--- config.mk ---
export PLATFORM = sky130hd
export DESIGN_NAME = collective_schedule_step_generator
export DESIGN_NICKNAME = d
export VERILOG_FILES = /design/src/csg_pkg.sv /design/src/csg_peer_pipe.sv /design/src/csg_op_ser.sv /design/src/collective_schedule_step_generator.sv
export SDC_FILE = /design/constraint.sdc
export NUM_CORES = 1
export LEC_CHECK = 0
export BUFFER_PORTS_ARGS = -buffer_cell sky130_fd_sc_hd__buf_2
export CAP_MARGIN = 20
export CORE_ASPECT_RATIO = 1.1
export CORE_MARGIN = 1.5
export CORE_UTILIZATION = 60
export DETAILED_ROUTE_END_ITERATION = 7
export PLACE_DENSITY = 0.78
export SLEW_MARGIN = 10
export SYNTH_ARGS = -nofsm -noshare
export SYNTH_HDL_FRONTEND = slang
export SYNTH_HIERARCHICAL = 1
export SYNTH_SLANG_ARGS = --single-unit
--- constraint.sdc ---
create_clock -name clk_i -period 16 [get_ports clk_i]
set_input_delay 2.4 -clock clk_i [delete_from_list [all_inputs] [get_ports clk_i]]
set_output_delay 2.4 -clock clk_i [all_outputs]
set_load 0.01 [all_outputs]
--- src/csg_pkg.sv ---
package csg_pkg;

  localparam int unsigned MaxRanks = 16;
  localparam int unsigned RankW    = $clog2(MaxRanks);
  localparam int unsigned CountW   = RankW + 1;
  localparam int unsigned SumW     = CountW + 1;
  localparam int unsigned SeqMax   = 6;
  localparam int unsigned SeqLenW  = $clog2(SeqMax + 1);
  localparam int unsigned SeqIdxW  = $clog2(SeqMax);
  localparam int unsigned GroupW   = 16;
  localparam int unsigned StepW    = 5;
  localparam int unsigned CfgIdxW  = 2;
  localparam int unsigned CfgDataW = 5;

  localparam logic [CountW-1:0] SelfLink = CountW'(MaxRanks);

  localparam logic [CfgIdxW-1:0] CFG_MODE      = 2'd0;
  localparam logic [CfgIdxW-1:0] CFG_NUM_RANKS = 2'd1;
  localparam logic [CfgIdxW-1:0] CFG_OWN_RANK  = 2'd2;

  typedef enum logic [3:0] {
    MODE_ALL_SAME   = 4'd0,
    MODE_ONE_SHOT   = 4'd1,
    MODE_STAGGER    = 4'd2,
    MODE_ALL_TO_ALL = 4'd3,
    MODE_PARTITION  = 4'd4,
    MODE_RING_FIXED = 4'd5,
    MODE_GATHER     = 4'd6,
    MODE_SCATTER    = 4'd7,
    MODE_TWO_SHOT   = 4'd8,
    MODE_RING_AR    = 4'd9,
    MODE_BCAST      = 4'd10
  } mode_e;

  typedef enum logic [2:0] {
    OP_LOAD   = 3'd0,
    OP_STORE  = 3'd1,
    OP_PULL   = 3'd2,
    OP_PUSH   = 3'd3,
    OP_REDUCE = 3'd4,
    OP_WAIT   = 3'd5,
    OP_SIGNAL = 3'd6
  } op_e;

  typedef struct packed {
    logic [3:0]        mode;
    logic [CountW-1:0] num_ranks;
    logic [RankW-1:0]  own_rank;
  } cfg_t;

  typedef struct packed {
    logic [GroupW-1:0] group_id;
    logic [StepW-1:0]  step_index;
  } in_item_t;

  typedef struct packed {
    logic [CountW-1:0] link_rank;
    logic [RankW-1:0]  peer_rank;
    logic              is_push;
    logic              is_local;
    logic [2:0]        op_kind;
    logic [RankW-1:0]  op_rank;
    logic              last_op;
  } out_item_t;

  // one step's full operation sequence plus its link description
  typedef struct packed {
    logic [CountW-1:0]             link_rank;
    logic [RankW-1:0]              peer_rank;
    logic                          is_push;
    logic                          is_local;
    logic [SeqMax-1:0][2:0]        kinds;
    logic [SeqMax-1:0][RankW-1:0]  ranks;
    logic [SeqLenW-1:0]            len;
  } seq_t;

  // one restoring step of r mod d, r < d on entry
  function automatic logic [CountW-1:0] mod_step(input logic [CountW-1:0] r,
                                                  input logic b,
                                                  input logic [CountW-1:0] d);
    logic [CountW:0] x;
    x = {r, b};
    if (x >= {1'b0, d}) x = x - {1'b0, d};
    return x[CountW-1:0];
  endfunction

  // (a + b) mod n where a < n and b <= n
  function automatic logic [RankW-1:0] add_mod(input logic [RankW-1:0] a,
                                                input logic [CountW-1:0] b,
                                                input logic [CountW-1:0] n);
    logic [CountW:0] s;
    s = {2'b00, a} + {1'b0, b};
    if (s >= {1'b0, n}) s = s - {1'b0, n};
    return s[RankW-1:0];
  endfunction

endpackage

--- src/csg_peer_pipe.sv ---
module csg_peer_pipe import csg_pkg::*; (
  input  logic     clk_i,
  input  logic     rst_ni,
  input  cfg_t     cfg_i,
  input  logic     in_valid_i,
  output logic     in_ready_o,
  input  in_item_t in_item_i,
  output logic     out_valid_o,
  input  logic     out_ready_i,
  output seq_t     out_seq_o
);

  // stage A: effective rank count, own rank, high byte of group id mod n
  logic              a_vld_q;
  mode_e             a_mode_q;
  logic [CountW-1:0] a_n_q;
  logic [RankW-1:0]  a_me_q;
  logic [CountW-1:0] a_rem_q;
  logic [7:0]        a_lo_q;
  logic [StepW-1:0]  a_t_q;

  // stage B
  logic              b_vld_q;
  mode_e             b_mode_q;
  logic [CountW-1:0] b_n_q;
  logic [RankW-1:0]  b_me_q;
  logic [RankW-1:0]  b_start_q;
  logic [RankW-1:0]  b_next_q;
  logic [RankW-1:0]  b_prev_q;
  logic [StepW-1:0]  b_t_q;

  // stage C
  logic              c_vld_q;
  mode_e             c_mode_q;
  logic [CountW-1:0] c_n_q;
  logic [RankW-1:0]  c_me_q;
  logic [RankW-1:0]  c_start_q;
  logic [RankW-1:0]  c_next_q;
  logic [RankW-1:0]  c_prev_q;
  logic [CountW-1:0] c_s1_q;
  logic [CountW-1:0] c_s2_q;
  logic [CountW-1:0] c_s3_q;
  logic              c_lt_n_q;
  logic              c_lt_nm1_q;

  logic rdy_a, rdy_b, rdy_c;

  assign rdy_c      = !c_vld_q || out_ready_i;
  assign rdy_b      = !b_vld_q || rdy_c;
  assign rdy_a      = !a_vld_q || rdy_b;
  assign in_ready_o = rdy_a;

  // ---- stage A logic
  logic [CountW-1:0] a_n_d;
  logic [CountW-1:0] a_me_d;
  logic [CountW-1:0] a_rem_d;

  always_comb begin
    if (cfg_i.num_ranks < CountW'(2)) begin
      a_n_d = CountW'(2);
    end else if (cfg_i.num_ranks > CountW'(MaxRanks)) begin
      a_n_d = CountW'(MaxRanks);
    end else begin
      a_n_d = cfg_i.num_ranks;
    end
    a_me_d = '0;
    for (int i = RankW - 1; i >= 0; i--) begin
      a_me_d = mod_step(a_me_d, cfg_i.own_rank[i], a_n_d);
    end
    a_rem_d = '0;
    for (int i = GroupW - 1; i >= 8; i--) begin
      a_rem_d = mod_step(a_rem_d, in_item_i.group_id[i], a_n_d);
    end
  end

  // ---- stage B logic
  logic [CountW-1:0] b_start_d;
  logic [CountW-1:0] b_me_inc;
  logic [RankW-1:0]  b_next_d;
  logic [RankW-1:0]  b_prev_d;
  logic [CountW-1:0] a_n_m1;

  assign b_me_inc = {1'b0, a_me_q} + CountW'(1);
  assign a_n_m1   = a_n_q - CountW'(1);

  always_comb begin
    b_start_d = a_rem_q;
    for (int i = 7; i >= 0; i--) begin
      b_start_d = mod_step(b_start_d, a_lo_q[i], a_n_q);
    end
    b_next_d = (b_me_inc == a_n_q) ? '0 : b_me_inc[RankW-1:0];
    b_prev_d = (a_me_q == '0) ? a_n_m1[RankW-1:0] : a_me_q - RankW'(1);
  end

  // ---- stage C logic
  logic [SumW-1:0]   c_a, c_b, c_c;
  logic [CountW-1:0] c_s1_d, c_s2_d, c_s3_d;
  logic [CountW-1:0] b_n_m1;

  assign b_n_m1 = b_n_q - CountW'(1);
  assign c_a    = {2'b00, b_me_q} + {1'b0, b_t_q} + SumW'(1);
  assign c_b    = {2'b00, b_start_q} + {1'b0, b_t_q};
  // only used once the step has passed n, so no wrap
  assign c_c    = c_b - {1'b0, b_n_q};

  always_comb begin
    c_s1_d = '0;
    c_s2_d = '0;
    c_s3_d = '0;
    for (int i = SumW - 1; i >= 0; i--) begin
      c_s1_d = mod_step(c_s1_d, c_a[i], b_n_q);
      c_s2_d = mod_step(c_s2_d, c_b[i], b_n_q);
      c_s3_d = mod_step(c_s3_d, c_c[i], b_n_m1);
    end
  end

  always_ff @(posedge clk_i or negedge rst_ni) begin
    if (!rst_ni) begin
      a_vld_q <= 1'b0;
      b_vld_q <= 1'b0;
      c_vld_q <= 1'b0;
    end else begin
      if (rdy_a) a_vld_q <= in_valid_i;
      if (rdy_b) b_vld_q <= a_vld_q;
      if (rdy_c) c_vld_q <= b_vld_q;
    end
  end

  always_ff @(posedge clk_i) begin
    if (rdy_a && in_valid_i) begin
      a_mode_q <= mode_e'(cfg_i.mode);
      a_n_q    <= a_n_d;
      a_me_q   <= a_me_d[RankW-1:0];
      a_rem_q  <= a_rem_d;
      a_lo_q   <= in_item_i.group_id[7:0];
      a_t_q    <= in_item_i.step_index;
    end
    if (rdy_b && a_vld_q) begin
      b_mode_q  <= a_mode_q;
      b_n_q     <= a_n_q;
      b_me_q    <= a_me_q;
      b_start_q <= b_start_d[RankW-1:0];
      b_next_q  <= b_next_d;
      b_prev_q  <= b_prev_d;
      b_t_q     <= a_t_q;
    end
    if (rdy_c && b_vld_q) begin
      c_mode_q   <= b_mode_q;
      c_n_q      <= b_n_q;
      c_me_q     <= b_me_q;
      c_start_q  <= b_start_q;
      c_next_q   <= b_next_q;
      c_prev_q   <= b_prev_q;
      c_s1_q     <= c_s1_d;
      c_s2_q     <= c_s2_d;
      c_s3_q     <= c_s3_d;
      c_lt_n_q   <= {1'b0, b_t_q} < {1'b0, b_n_q};
      c_lt_nm1_q <= {1'b0, b_t_q} < {1'b0, b_n_m1};
    end
  end

  // ---- peer selection and operation sequence
  logic [RankW-1:0]  p_stag, p_part, p_bcast;
  logic [CountW-1:0] off_bcast;
  logic [RankW-1:0]  peer;
  logic              local_q_n;
  logic              push;

  assign off_bcast = c_s3_q + CountW'(1);
  assign p_stag    = add_mod(c_me_q, c_s2_q, c_n_q);
  assign p_part    = add_mod(c_me_q, {1'b0, c_start_q}, c_n_q);
  assign p_bcast   = add_mod(c_me_q, off_bcast, c_n_q);

  always_comb begin
    peer      = c_next_q;
    local_q_n = 1'b0;
    push      = 1'b0;
    out_seq_o = '0;
    unique case (c_mode_q) inside
      MODE_ALL_SAME, MODE_ONE_SHOT: begin
        peer      = c_s1_q[RankW-1:0];
        local_q_n = (peer == c_me_q);
        out_seq_o.kinds[0] = local_q_n ? OP_LOAD : OP_PULL;
        out_seq_o.ranks[0] = local_q_n ? '0 : peer;
        out_seq_o.kinds[1] = (c_mode_q == MODE_ALL_SAME) ? OP_STORE : OP_REDUCE;
        out_seq_o.len      = SeqLenW'(2);
      end
      MODE_STAGGER, MODE_ALL_TO_ALL: begin
        peer      = p_stag;
        local_q_n = (peer == c_me_q);
        if (c_mode_q == MODE_STAGGER) begin
          out_seq_o.kinds[0] = local_q_n ? OP_LOAD : OP_PULL;
          out_seq_o.ranks[0] = local_q_n ? '0 : peer;
          out_seq_o.kinds[1] = OP_REDUCE;
        end else begin
          out_seq_o.kinds[0] = OP_LOAD;
          out_seq_o.kinds[1] = local_q_n ? OP_STORE : OP_PUSH;
          out_seq_o.ranks[1] = local_q_n ? '0 : peer;
        end
        out_seq_o.len = SeqLenW'(2);
      end
      MODE_PARTITION: begin
        peer      = p_part;
        local_q_n = (peer == c_me_q);
        push      = 1'b1;
        out_seq_o.kinds[0] = OP_LOAD;
        out_seq_o.kinds[1] = local_q_n ? OP_STORE : OP_PUSH;
        out_seq_o.ranks[1] = local_q_n ? '0 : peer;
        out_seq_o.len      = SeqLenW'(2);
      end
      MODE_RING_FIXED: begin
        push = 1'b1;
        out_seq_o.kinds[0] = OP_LOAD;
        out_seq_o.kinds[1] = OP_WAIT;
        out_seq_o.ranks[1] = c_prev_q;
        out_seq_o.kinds[2] = OP_PULL;
        out_seq_o.ranks[2] = c_prev_q;
        out_seq_o.kinds[3] = OP_REDUCE;
        out_seq_o.kinds[4] = OP_STORE;
        out_seq_o.kinds[5] = OP_SIGNAL;
        out_seq_o.ranks[5] = c_next_q;
        out_seq_o.len      = SeqLenW'(6);
      end
      MODE_GATHER, MODE_BCAST: begin
        push = 1'b1;
        out_seq_o.kinds[0] = OP_LOAD;
        out_seq_o.kinds[1] = OP_STORE;
        out_seq_o.kinds[2] = OP_PUSH;
        out_seq_o.ranks[2] = c_next_q;
        out_seq_o.len      = SeqLenW'(3);
      end
      MODE_SCATTER: begin
        push = 1'b1;
        out_seq_o.kinds[0] = OP_LOAD;
        out_seq_o.kinds[1] = OP_REDUCE;
        out_seq_o.kinds[2] = OP_STORE;
        out_seq_o.kinds[3] = OP_PUSH;
        out_seq_o.ranks[3] = c_next_q;
        out_seq_o.len      = SeqLenW'(4);
      end
      MODE_TWO_SHOT: begin
        if (c_lt_n_q) begin
          peer      = p_stag;
          local_q_n = (peer == c_me_q);
          out_seq_o.kinds[0] = local_q_n ? OP_LOAD : OP_PULL;
          out_seq_o.ranks[0] = local_q_n ? '0 : peer;
          out_seq_o.kinds[1] = OP_REDUCE;
        end else begin
          // broadcast phase
          peer = p_bcast;
          push = 1'b1;
          out_seq_o.kinds[0] = OP_LOAD;
          out_seq_o.kinds[1] = OP_PUSH;
          out_seq_o.ranks[1] = peer;
        end
        out_seq_o.len = SeqLenW'(2);
      end
      MODE_RING_AR: begin
        push = 1'b1;
        if (c_lt_nm1_q) begin
          out_seq_o.kinds[0] = OP_LOAD;
          out_seq_o.kinds[1] = OP_WAIT;
          out_seq_o.ranks[1] = c_prev_q;
          out_seq_o.kinds[2] = OP_PULL;
          out_seq_o.ranks[2] = c_prev_q;
          out_seq_o.kinds[3] = OP_REDUCE;
          out_seq_o.kinds[4] = OP_STORE;
          out_seq_o.kinds[5] = OP_SIGNAL;
          out_seq_o.ranks[5] = c_next_q;
          out_seq_o.len      = SeqLenW'(6);
        end else begin
          // all-gather phase
          out_seq_o.kinds[0] = OP_WAIT;
          out_seq_o.ranks[0] = c_prev_q;
          out_seq_o.kinds[1] = OP_PULL;
          out_seq_o.ranks[1] = c_prev_q;
          out_seq_o.kinds[2] = OP_STORE;
          out_seq_o.kinds[3] = OP_SIGNAL;
          out_seq_o.ranks[3] = c_next_q;
          out_seq_o.len      = SeqLenW'(4);
        end
      end
      default: begin
        out_seq_o.len = '0;
      end
    endcase
    out_seq_o.peer_rank = peer;
    out_seq_o.is_local  = local_q_n;
    out_seq_o.is_push   = push;
    out_seq_o.link_rank = local_q_n ? SelfLink : {1'b0, peer};
  end

  assign out_valid_o = c_vld_q;

endmodule

--- src/csg_op_ser.sv ---
module csg_op_ser import csg_pkg::*; (
  input  logic      clk_i,
  input  logic      rst_ni,
  input  logic      in_valid_i,
  output logic      in_ready_o,
  input  seq_t      in_seq_i,
  output logic      out_valid_o,
  input  logic      out_stall_i,
  output out_item_t out_item_o
);

  logic               busy_q, busy_d;
  logic [SeqIdxW-1:0] idx_q, idx_d;
  seq_t               seq_q;
  logic               last;
  logic               load;

  assign last       = (idx_q == SeqIdxW'(seq_q.len - SeqLenW'(1)));
  assign in_ready_o = !busy_q || (last && !out_stall_i);
  assign load       = in_valid_i && in_ready_o;

  always_comb begin
    busy_d = busy_q;
    idx_d  = idx_q;
    if (busy_q && !out_stall_i) begin
      if (last) begin
        busy_d = 1'b0;
      end else begin
        idx_d = idx_q + SeqIdxW'(1);
      end
    end
    // an empty sequence (unused mode) is consumed without output
    if (load && in_seq_i.len != '0) begin
      busy_d = 1'b1;
      idx_d  = '0;
    end
  end

  always_ff @(posedge clk_i or negedge rst_ni) begin
    if (!rst_ni) begin
      busy_q <= 1'b0;
      idx_q  <= '0;
    end else begin
      busy_q <= busy_d;
      idx_q  <= idx_d;
    end
  end

  always_ff @(posedge clk_i) begin
    if (load) seq_q <= in_seq_i;
  end

  assign out_valid_o          = busy_q;
  assign out_item_o.link_rank = seq_q.link_rank;
  assign out_item_o.peer_rank = seq_q.peer_rank;
  assign out_item_o.is_push   = seq_q.is_push;
  assign out_item_o.is_local  = seq_q.is_local;
  assign out_item_o.op_kind   = seq_q.kinds[idx_q];
  assign out_item_o.op_rank   = seq_q.ranks[idx_q];
  assign out_item_o.last_op   = last;

endmodule

--- src/collective_schedule_step_generator.sv ---
// channel | direction | payload    | handshake
// in      | input     | in_item_t  | in_valid_i / in_stall_o
// out     | output    | out_item_t | out_valid_o / out_stall_i
// cfg     | input     | 5-bit data | cfg_we_i, cfg_idx_i (no wait)
//
// An item enters every cycle while the pipeline is free; three register stages
// (rank mod, group id mod, step mod) come before the op sequencer, which
// registers the sequence before the first op of a step leaves.
// The sequencer sends one op per cycle unless the output stalls; a step holds
// it for its two to six ops, setting the sustained rate. Unused modes emit none.
// Reset clears all valid state and loads the register defaults.
// A stall on the output backs up through the stages without losing items.
module collective_schedule_step_generator import csg_pkg::*; (
  input  logic                clk_i,
  input  logic                rst_ni,
  input  logic                in_valid_i,
  output logic                in_stall_o,
  input  in_item_t            in_item_i,
  output logic                out_valid_o,
  input  logic                out_stall_i,
  output out_item_t           out_item_o,
  input  logic                cfg_we_i,
  input  logic [CfgIdxW-1:0]  cfg_idx_i,
  input  logic [CfgDataW-1:0] cfg_wdata_i
);

  cfg_t cfg_q;
  logic in_ready;
  logic seq_valid;
  logic seq_ready;
  seq_t seq;

  always_ff @(posedge clk_i or negedge rst_ni) begin
    if (!rst_ni) begin
      cfg_q.mode      <= MODE_ALL_SAME;
      cfg_q.num_ranks <= CountW'(2);
      cfg_q.own_rank  <= '0;
    end else if (cfg_we_i) begin
      unique case (cfg_idx_i)
        CFG_MODE:      cfg_q.mode      <= cfg_wdata_i[3:0];
        CFG_NUM_RANKS: cfg_q.num_ranks <= cfg_wdata_i[CountW-1:0];
        CFG_OWN_RANK:  cfg_q.own_rank  <= cfg_wdata_i[RankW-1:0];
        default: ;
      endcase
    end
  end

  csg_peer_pipe u_pipe (
    .clk_i       (clk_i),
    .rst_ni      (rst_ni),
    .cfg_i       (cfg_q),
    .in_valid_i  (in_valid_i),
    .in_ready_o  (in_ready),
    .in_item_i   (in_item_i),
    .out_valid_o (seq_valid),
    .out_ready_i (seq_ready),
    .out_seq_o   (seq)
  );

  csg_op_ser u_ser (
    .clk_i       (clk_i),
    .rst_ni      (rst_ni),
    .in_valid_i  (seq_valid),
    .in_ready_o  (seq_ready),
    .in_seq_i    (seq),
    .out_valid_o (out_valid_o),
    .out_stall_i (out_stall_i),
    .out_item_o  (out_item_o)
  );

  assign in_stall_o = !in_ready;

endmodule

==> results.py <==
metrics = {
    "timing": {
        "finalSetupViolations": 0,
        "tightest_slew_ns": 0.986,
        "relSlewSlack_pct": 33.8,
        "period_minus_slack_ns": 14.87,
        "finalSetupTns_ns": 0,
        "hold_viol_final": 0,
        "period_share_pct": 92.9,
        "timing.fmax_mhz": 67.3,
        "rsz0062_at_grt": "no",
        "fin_skew_ns": 0.0121,
        "slew_viol_final": 0,
    },
    "logic_synthesis": {
        "synth_top_family_by_area": "adder cells",
        "synth_ff_type": "edfxtp_1",
        "synth_edf_count": 158,
        "synth_area_leaders": "edfxtp_1, ha_1, fa_1, xnor2_1, mux2_2",
        "synth-warning-count": 6,
        "async_flop_share_pct": 11.2,
        "synthMuxAreaShare_pct": 8.63,
        "seq_area_frac_synth_pct": 30.6,
        "synth_xor_area_share_pct": 7.22,
        "postSynthAreaPerCell_sq_um": 10.3,
        "ys_ff_latch": 178,
        "yosysMostFrequentCell": "ha_1",
        "synth_simple_gate_area_share_pct": 10.9,
        "synth_common_cells": "ha_1, inv_1, edfxtp_1, a21oi_1, xnor2_1",
        "syn_inst": 1666,
        "synth_top_area_cell": "edfxtp_1",
        "synthAdderAreaFrac_pct": 21.3,
        "synth_cell_types": 96,
        "synth_compound_area_share_pct": 15.9,
        "syn_area_sq_um": 17100,
        "yosys.area.top_type_share_pct": 27.7,
    },
    "detailed_routing": {
        "drc_errors": 0,
        "firstDrtPassIters": 6,
        "wire_per_inst_um": 17.3,
        "ant_nets": 0,
        "dr_total_vias": 12500,
        "dr.first_iter.drc_count": 745,
        "routed_wl_um": 36200,
        "via_per_inst": 6.00,
    },
    "final_layout": {
        "layout-drive-gt1-share_pct": 11.8,
        "num_antenna_cells": 0,
        "syn_to_final_growth_pct": 6.71,
        "nets": 2012,
        "fill_cells": 2205,
    },
    "clock_tree": {
        "ctsHoldBuffers": 0,
        "root_buffer": "clkbuf_16",
        "htreeDepth": 4,
        "worstSkewPairLatency_ns": 0.44,
        "clk_pin_slew_ns": 0.07,
        "cts_buffer_depth": 2,
        "cts_tree": "yes",
        "numCtsBuffers": 17,
        "clock_sinks": 178,
    },
    "floorplanning": {
        "die_y_um": 180,
        "num_rows": 64,
        "die_width_um": 164,
        "start_util_pct": 61.3,
        "ios": 54,
        "dieArea_sq_um": 29600,
        "coreArea_sq_um": 27900,
    },
    "grt": {
        "track_usage_pct": 25.1,
        "grt_first_pass_wirelength_um": 60100,
        "grt_max_degree": 57,
        "antenna_found_initial": 0,
        "overflow": 0,
        "grt_pass1_vias": 12600,
    },
    "flow_run": {
        "cap_viol_max_count": 0,
    },
    "worst_setup_path": {
        "critical_path_class": "reg -> reg",
        "cp_top_family": "compound AO/OA/AOI/OAI gates",
        "arrival_ns": 15.02,
        "cp.required_ns": 16.15,
        "worstPathMaxFanout": 12,
        "reg2reg_depth": 63,
        "path_buf_inv": 5,
        "cp_slowest_cell": "edfxtp_1",
        "cp-start-kind": "register",
        "cpPeakStageDelay_ns": 0.75,
        "crit_path_end_kind": "register",
        "cp.depth": 63,
    },
    "placement": {
        "portBuffers": 53,
        "dp_hpwl_um": 28100,
        "place.gp.congestion": 0.927,
    },
    "min_path": {
        "min_path_cells": 0,
        "hold_path.class": "reg -> reg",
    },
    "outcome": {
        "status": "finished, final reports clean",
    },
}
cells in the final DEF, fill, tap and decap left out, types with 6 or more instances in the layout:
cell / Yosys / routed
nand4_1: 11 / 11
inv_6: 0 / 6
xor2_1: 48 / 48
mux2_2: 66 / 66
nand2b_1: 36 / 36
nand3b_1: 10 / 10
a21oi_1: 106 / 106
o221ai_1: 6 / 6
dfrtp_1: 19 / 19
fa_1: 42 / 42
o2bb2ai_1: 7 / 7
o21ai_0: 79 / 77
nor2_1: 67 / 67
a211oi_1: 8 / 8
mux2i_1: 54 / 54
o211ai_1: 6 / 6
nor2b_1: 42 / 42
and2_1: 21 / 19
a211o_1: 6 / 6
nand3_1: 20 / 20
a221oi_1: 6 / 6
and3_1: 11 / 11
ha_1: 225 / 225
conb_1: 1 / 14
or2_2: 6 / 6
a21boi_0: 13 / 13
clkbuf_16: 0 / 17
buf_4: 29 / 8
a21o_1: 64 / 64
nand2_1: 71 / 71
o21a_1: 7 / 7
a41o_1: 13 / 13
buf_2: 3 / 53
nor3_1: 16 / 16
xnor2_1: 87 / 87
edfxtp_1: 158 / 158
inv_1: 166 / 166
a31oi_1: 8 / 8
mux4_2: 7 / 7
path summary, 6_finish.rpt:
path	start	slack, ns	end
max	u_pipe/a_n_q[0]$_DFFE_PP_	1.13	u_pipe/b_start_q[3]$_DFFE_PP_
min	u_pipe/a_t_q[3]$_DFFE_PP_	0.42	u_pipe/b_t_q[3]$_DFFE_PP_
max reg2reg	u_pipe/a_n_q[0]$_DFFE_PP_	1.13	u_pipe/b_start_q[3]$_DFFE_PP_
min reg2reg	u_pipe/a_t_q[3]$_DFFE_PP_	0.42	u_pipe/b_t_q[3]$_DFFE_PP_
max in group asynchronous	rst_ni	13.70	cfg_q[5]$_DFFE_PN1P_
min in group asynchronous	rst_ni	1.92	u_ser/idx_q[1]$_DFFE_PN0P_
layer usage:
layer	routed length (um)	GRT usage [%]	part of all wire, %
met5	0	0	0
met4	772	7.71	2.1
met3	1380	3.48	3.8
met2	18400	44.7	51
met1	15600	31.3	43
layout make-up:
cell class / count / area [sq um] / share of cell area [%]
Inverter: 166 / 623 / 3.41
Clock inverter: 14 / 181 / 0.992
Multi-Input combinational cell: 1288 / 11000 / 60.3
Tap cell: 363 / 454 / 2.48
Clock buffer: 18 / 439 / 2.40
Timing Repair Buffer: 61 / 325 / 1.78
Sequential cell: 178 / 5250 / 28.7
flip-flops by register name, summed over array words and instances, names as in the netlist, 5 cells and up:
name and count:
u_pipe/a_lo_q 8, u_pipe/a_rem_q 5, cfg_q 13, u_ser/seq_q 45, u_pipe/c_n_q 5, u_pipe/a_n_q 5
u_ser/out_item_o 11, u_pipe/a_t_q 5, u_pipe/b_t_q 5, u_pipe/c_s2_q 5, u_pipe/c_s3_q 5, u_pipe/b_n_q 5
what timing repair did:
item                                    4_1_cts  5_1_grt
resized for setup                             0        2
endpoints found under the setup margin        0        4
buffers inserted                              0        0
cell families (layout without fill, tap and decap cells):
kind of cell | after synthesis | after routing
DFF | 178 | 178
adders and majority gates | 267 | 267
AOI/OAI and AO/OA | 392 | 392
and+or+nand+nor | 348 | 348
muxes | 129 | 129
other | 1 | 14
buffers and inverters | 213 | 259
xor gates and xnor gates | 138 | 138
through the flow:
| stage | hold WS [ns] | setup WS [ns] | util (%) | cells | cell area, sq um |
|---|---|---|---|---|---|
| finish | 0.423 | 1.13 | 65.5 | 2088 | 18300 |
| global route | 0.428 | 0.0576 | 65.5 | 2088 | 18300 |
| CTS | 0.423 | 1.00 | 65.5 | 2088 | 18300 |
| detailed placement | 0.405 | 1.13 | 63.2 | 2056 | 17700 |
| global placement | 0.401 | 1.44 | 63.2 | 2056 | 17700 |
| floorplan | 0.400 | 2.51 | - | 1679 | 17200 |
Power is left out: the tool's default activity adds up to more than one toggle a clock period on the data nets, which glitch-free logic cannot reach.
